File: config.mk
export PLATFORM = sky130hd
export DESIGN_NAME = sle_cell
export DESIGN_NICKNAME = d
export VERILOG_FILES = /design/src/sv/sle_pkg.sv /design/src/sv/sle_cell.sv
export SDC_FILE = /design/constraint.sdc
export NUM_CORES = 1
export LEC_CHECK = 0
export BUFFER_PORTS_ARGS = -buffer_cell sky130_fd_sc_hd__buf_2
export CAP_MARGIN = 20
export CORE_MARGIN = 3
export CORE_UTILIZATION = 41
export DETAILED_ROUTE_END_ITERATION = 8
export MAX_ROUTING_LAYER = met4
export PLACE_DENSITY = 0.76
export SYNTH_ARGS = -nofsm -noshare
export SYNTH_HDL_FRONTEND = slang
export SYNTH_SLANG_ARGS = --single-unit
File: constraint.sdc
create_clock -name clk -period 10.3 [get_ports clk]
set_clock_uncertainty 0.05 [all_clocks]
set_input_delay 1.03 -clock clk [delete_from_list [all_inputs] [get_ports clk]]
set_output_delay 1.03 -clock clk [all_outputs]
set_load 0.02 [all_outputs]
File: src/sv/sle_pkg.sv
// Shared definitions for the sequential list engine: operation codes,
// the command broadcast to the cells and the probe that walks the cell row.
// No dependencies.
`default_nettype none

package sle_pkg;

  localparam int CAPACITY_DEF = 128;

  localparam logic [2:0] OP_INS = 3'd0;
  localparam logic [2:0] OP_DEL = 3'd1;
  localparam logic [2:0] OP_GET = 3'd2;
  localparam logic [2:0] OP_LOC = 3'd3;
  localparam logic [2:0] OP_PRE = 3'd4;
  localparam logic [2:0] OP_SUC = 3'd5;
  localparam logic [2:0] OP_CLR = 3'd6;

  // Command held steady for the whole walk.
  typedef struct packed {
    logic [2:0]         op;
    logic               ok;
    logic signed [31:0] value;
  } cmd_t;

  // Probe handed from cell to cell, one cell per cycle.
  typedef struct packed {
    logic               valid;
    logic               hit;
    logic signed [31:0] res;
    logic signed [31:0] carry;
    logic [7:0]         fpos;
  } probe_t;

endpackage

`default_nettype wire

File: src/sv/sle_cell.sv
// One list cell: holds the element at a fixed index and acts on the probe
// as it passes. Depends on sle_pkg.
`default_nettype none

module sle_cell #(
  parameter int IDX = 0,
  parameter int CW  = 9
) (
  input  wire                  clk,
  input  wire                  rst_n,
  input  sle_pkg::cmd_t        cmd,
  input  wire [CW-1:0]         pos_idx,
  input  wire [CW-1:0]         len,
  input  wire signed [31:0]    left_elem,
  input  wire signed [31:0]    right_elem,
  input  sle_pkg::probe_t      probe_in,
  output sle_pkg::probe_t      probe_out,
  output logic signed [31:0]   elem_out
);
  import sle_pkg::*;

  localparam logic [CW-1:0] IDX_C  = CW'(IDX);
  localparam logic [CW-1:0] IDX1_C = CW'(IDX + 1);
  localparam logic [31:0]   IDX1_W = 32'(IDX + 1);

  logic signed [31:0] elem_r, elem_nxt;
  probe_t             probe_r, probe_nxt;
  logic               here, at, ge, live, nlive, match;

  always_comb begin
    here      = probe_in.valid;
    at        = (IDX_C == pos_idx);
    ge        = (IDX_C >= pos_idx);
    live      = (IDX_C < len);
    nlive     = (IDX1_C < len);
    match     = (elem_r == cmd.value);
    elem_nxt  = elem_r;
    probe_nxt = probe_in;
    if (here && cmd.ok) begin
      unique case (cmd.op)
        OP_INS: begin
          // swap in the carried element, pass ours on
          if (ge) begin
            elem_nxt        = probe_in.carry;
            probe_nxt.carry = elem_r;
          end
        end
        OP_DEL: begin
          if (at) probe_nxt.res = elem_r;
          if (ge) elem_nxt = right_elem;
        end
        OP_GET: begin
          if (at) probe_nxt.res = elem_r;
        end
        OP_LOC: begin
          if (live && match && !probe_in.hit) begin
            probe_nxt.hit  = 1'b1;
            probe_nxt.fpos = IDX1_W[7:0];
          end
        end
        OP_PRE: begin
          if ((IDX != 0) && live && match && !probe_in.hit) begin
            probe_nxt.hit = 1'b1;
            probe_nxt.res = left_elem;
          end
        end
        OP_SUC: begin
          if (nlive && match && !probe_in.hit) begin
            probe_nxt.hit = 1'b1;
            probe_nxt.res = right_elem;
          end
        end
        default: begin
        end
      endcase
    end
  end

  // Advance the probe one cell per clock.
  always_ff @(posedge clk) begin
    if (!rst_n) begin
      probe_r <= '0;
    end else begin
      probe_r <= probe_nxt;
    end
  end

  always_ff @(posedge clk) begin
    elem_r <= elem_nxt;
  end

  assign probe_out = probe_r;
  assign elem_out  = elem_r;

endmodule

`default_nettype wire

* Word-level counts from Yosys, hierarchy flattened
Index checks and enable logic that the tools add are counted.
** Word-level totals
- Register bits after elaboration :: 106
- Input bits :: 194
- Output and inout bits :: 106
- Word-level logic and storage cells :: 40
** Operators by class
- $lt $le $gt $ge :: 3
- Equality and inequality tests :: 7
- Mux-type cells :: 13
- Reductions and logical operators :: 11
** Operators with widths (number)
- $mux W32 :: 5
- $pmux W32 S2 :: 2
- $mux W73 :: 1
- $mux W33 :: 1
- $eq A32 B32 Y1 :: 1
- $lt A1 B9 Y1 const A :: 2
- $mux W8 :: 2
- $ge A1 B9 Y1 const A :: 1
- $logic_not A9 Y1 :: 1
- $eq A3 B2 Y1 const B :: 2
- $logic_and A1 B1 Y1 :: 5
- $ne A2 B2 Y1 const B :: 2
- $reduce_and A4 Y1 :: 1
- $eq A3 B1 Y1 const B :: 1
- $eq A3 B3 Y1 const B :: 1
- $logic_not A3 Y1 :: 1
- $pmux W1 S2 :: 1
- $reduce_bool A2 Y1 :: 1
- $reduce_or A2 Y1 :: 1
- $logic_not A1 Y1 :: 1
- $mux W1 :: 1

* Longest topological paths before layout
- Depth after elaboration :: 6
- Mapped depth :: 8
- Depth with buffers taken out :: 6

* Worst setup path after synthesis
Ideal clock, no wire load.
- Path kind :: input port to flip-flop
- From :: input port pos_idx[2]
- To :: register probe_r (netlist bit probe_out[10])
- Library setup time :: 132 ps
- Arrival :: 4132 ps
- Data required time :: 10118 ps
- Slack :: 5986 ps
- Stages on the path :: 7
- Path buffers :: 1
- Cells stage by stage :: nor4_1 -> nand3_1 -> nor4b_2 -> nand2b_1 -> clkbuf_1 -> nand2_1 -> a21oi_1
** Between the ends
- Word-level cells in the longest chain between the ends :: 4
** Ends and longest elaborated chain
- start, declared :: RTL line sle_cell.sv:12 : input wire [CW-1:0] pos_idx,
- $ge A1 B9 Y1 :: RTL line sle_cell.sv:33 : ge = (IDX_C >= pos_idx);
- $mux W32 :: RTL line sle_cell.sv:43 : if (ge) begin
- $mux W32 :: RTL line sle_cell.sv:40 : unique case (cmd.op)
- $mux W73 :: RTL line sle_cell.sv:39 : if (here && cmd.ok) begin
- end signal, assigned :: RTL line sle_cell.sv:84 : probe_r <= probe_nxt;
- end, declared :: RTL line sle_cell.sv:27 : probe_t probe_r, probe_nxt;
No other way between the ends.
A chain may end at the register's enable or synchronous reset.

* Final worst setup path
- From :: input port probe_in[73] in the netlist's numbering
- To :: register probe_r (netlist bit probe_out[15])
** Between the ends
- Word-level cells in the longest chain between the ends :: 2
** Ends and longest elaborated chain
- start, declared :: RTL line sle_cell.sv:16 : input sle_pkg::probe_t probe_in,
- $logic_and A1 B1 Y1 :: RTL line sle_cell.sv:39
- $mux W73 :: RTL line sle_cell.sv:39
No other way between the ends.

==> flow_metrics.tcl <==
set metrics [dict create \
    antenna_found_initial 1 \
    fill_cells 1192 \
    grt_pass1_vias 5091 \
    worst_hold_path_type "reg -> reg" \
    end_kind "register" \
    synth.net_count 744 \
    synth_warnings 0 \
    synth_compound_area_frac 0.204 \
    holdBufCountCts 0 \
    rsz0062_at_grt "no" \
    fin_tns_setup_ps 0 \
    yosysSeqAreaShare 0.435 \
    postCtsSetupBuffers 0 \
    die_w_um 123 \
    clk-insertion-delay-late_ps 350 \
    cp.arrival_ps 3760 \
    p_leak_uw 0.00325 \
    wl_per_cell_um 19.1 \
    wl_um 18500 \
    required_ps 10530 \
    setup_ws_ps 6760 \
    avgSynthCellArea_um2 10.2 \
    dieArea_mm2 0.0151 \
    drc 0 \
    layout-drive-gt1-share 0.492 \
    htreeDepth 3 \
    gp_congestion 0.799 \
    hold_violations 0 \
    rows 42 \
    track_usage 0.245 \
    port_buffers 267 \
    worst_slew_pin_slew_ps 1050 \
    p_per_area_mw_per_mm2 133 \
    relSlewSlack 0.298 \
    cts_made_buffers 9 \
    vdd_drop_max_v 0.0000612 \
    worstHoldPathCells 2 \
    synthAdderAreaFrac 0 \
    num_vias 5306 \
    postRouteAntennaNets 0 \
    first_iter_violations 467 \
    post_cts_resized 0 \
    fin_nets 983 \
    post-place-ws_ps 6370 \
    cts_tree "done" \
    cts.sink_count 106 \
    path_class "in -> reg" \
    dr.pass1.iters 5 \
    path_clk_slew_ps 70 \
    grt_max_degree 101 \
    synth.mux.area_fraction 0.145 \
    multi_input_area_mm2 0.00299 \
    r2r_slack_ps 7250 \
    cts_buffer_depth 2 \
    status "finished, final reports clean" \
    cp_max_fo 67 \
    grt_overflow 0 \
    drv_cap 0 \
    register_area_mm2 0.00244 \
    synth_xor_area_frac 0.0515 \
    ys_seq_elements 106 \
    fmax_mhz 283 \
    final-setup-viol-count 0 \
    syn2layout_area_growth_pct 31.4 \
    finalCritPeriodShare 0.343 \
    netlist_area_mm2 0.00561 \
    drv_slew 0 \
    via_per_inst 5.47 \
    synth_top_family_by_area "compound AO/OA/AOI/OAI gates" \
    rr_worst_depth 6 \
    cts_root_buf "clkbuf_16" \
    dp_hpwl_um 13100 \
    grt_pass1_wl_um 27500 \
    min_period_ps 3540 \
    io_pins 300 \
    cp-start-kind "input port" \
    initial_utilization 0.422 \
    yosys.area_share.simple 0.124 \
    coreArea_mm2 0.0133 \
    synth_cell_type_count 37 \
    die_h_um 123 \
    syn_inst 550 \
]
[critical path, stage by stage]
cell,delay [ps]
buf_2,80
and2_2,130
buf_4,580
nor4b_4,310
buf_4,480
nor2b_4,850
nand2_1,110
a21oi_1,170
[cell families after synthesis]
kind of cell    count (synthesis)
mux                            63
xor+xnor                       33
compound gates                165
flops                         106
buf+inv                        48
simple gates                  135
[registers in the layout, summed over array words and instances (netlist names)]
name	cells
probe_out	74
elem_out	32
[placed cells by master, fill, tap and decap left out, types with 28 or more instances in the layout]
cell type,n
nand2_1,66
xnor2_1,33
o21ai_2,28
a21oi_1,34
a22oi_1,31
edfxtp_1,32
mux2_2,35
buf_2,266
o21ai_0,32
dfxtp_1,74
mux2_4,28
o2111ai_1,32
nand3_1,33
[metrics by stage]
| step | utilization | hold slack, ps | total power [µW] | cells | instance area, µm² |
|---|---|---|---|---|---|
| after floorplan | - | 640 | 541 | 550 | 5610 |
| after global placement | 0.531 | 543 | 608 | 954 | 7050 |
| after detailed placement | 0.531 | 552 | 611 | 954 | 7050 |
| after CTS | 0.554 | 567 | 985 | 969 | 7370 |
| after global routing | 0.555 | 602 | 1020 | 970 | 7370 |
| final | 0.555 | 565 | 979 | 970 | 7370 |
[report_power, final]
part,internal [µW],switching (µW),total (µW)
sequential,446,4.02,450
combinational,64.6,86.7,151
clock,218,159,377
total,729,250,979
[cell type report]
type,instances,share of cell area
multi-input combinational,396,0.405
inverter,1,0.000509
timing repair buffer,275,0.190
tap,176,0.0299
clock inverter,5,0.0105
clock buffer,10,0.0324
antenna,1,0.000339
sequential,106,0.331
[cell usage after synthesis]
cell type,count,area (µm²)
dfxtp_1,74,1480
nand2_1,66,248
mux2_2,35,394
a21oi_1,34,170
nand3_1,33,165
xnor2_1,33,289
edfxtp_1,32,961
o2111ai_1,32,280
o21ai_0,32,160
a22oi_1,31,233
clkbuf_1,30,113
mux2_4,28,420
o21ai_2,28,245
and2_1,9,56.3
nand4_1,9,56.3
buf_1,6,22.5
buf_2,5,25.0
nor4_1,4,25.0
buf_4,3,22.5
buf_6,3,33.8
o21ai_1,3,15.0
nand2b_1,2,12.5
nor3_1,2,10.0
nor4_4,2,42.5
o21a_1,2,15.0
and3b_1,1,8.76
inv_1,1,3.75
nand3b_1,1,7.51
nand4b_4,1,23.8
nor2_1,1,3.75
nor2b_1,1,6.26
nor3_2,1,10.0
nor3b_1,1,7.51
nor4b_2,1,15.0
o211a_1,1,10.0
o221ai_1,1,8.76
o31a_1,1,8.76
[worst paths after layout]
check | from | end
hold / removal | elem_out[2]$_DFFE_PP_ | probe_out[10]$_SDFF_PN0_
setup / recovery | probe_in[73] | probe_out[15]$_SDFF_PN0_
hold reg to reg | elem_out[2]$_DFFE_PP_ | probe_out[10]$_SDFF_PN0_
setup reg to reg | elem_out[23]$_DFFE_PP_ | probe_out[41]$_SDFF_PN0_
[per-layer routing]
metal	part of all wire	wire length [µm]	GRT usage	vias up
li1	-	-	-	2526
met1	0.43	7860	0.301	2527
met2	0.48	8920	0.410	239
met3	0.080	1480	0.0489	14
met4	0.012	223	0.0754	0
met5	0	0	-	-
Note: power is estimated with default switching activity, not from simulation.
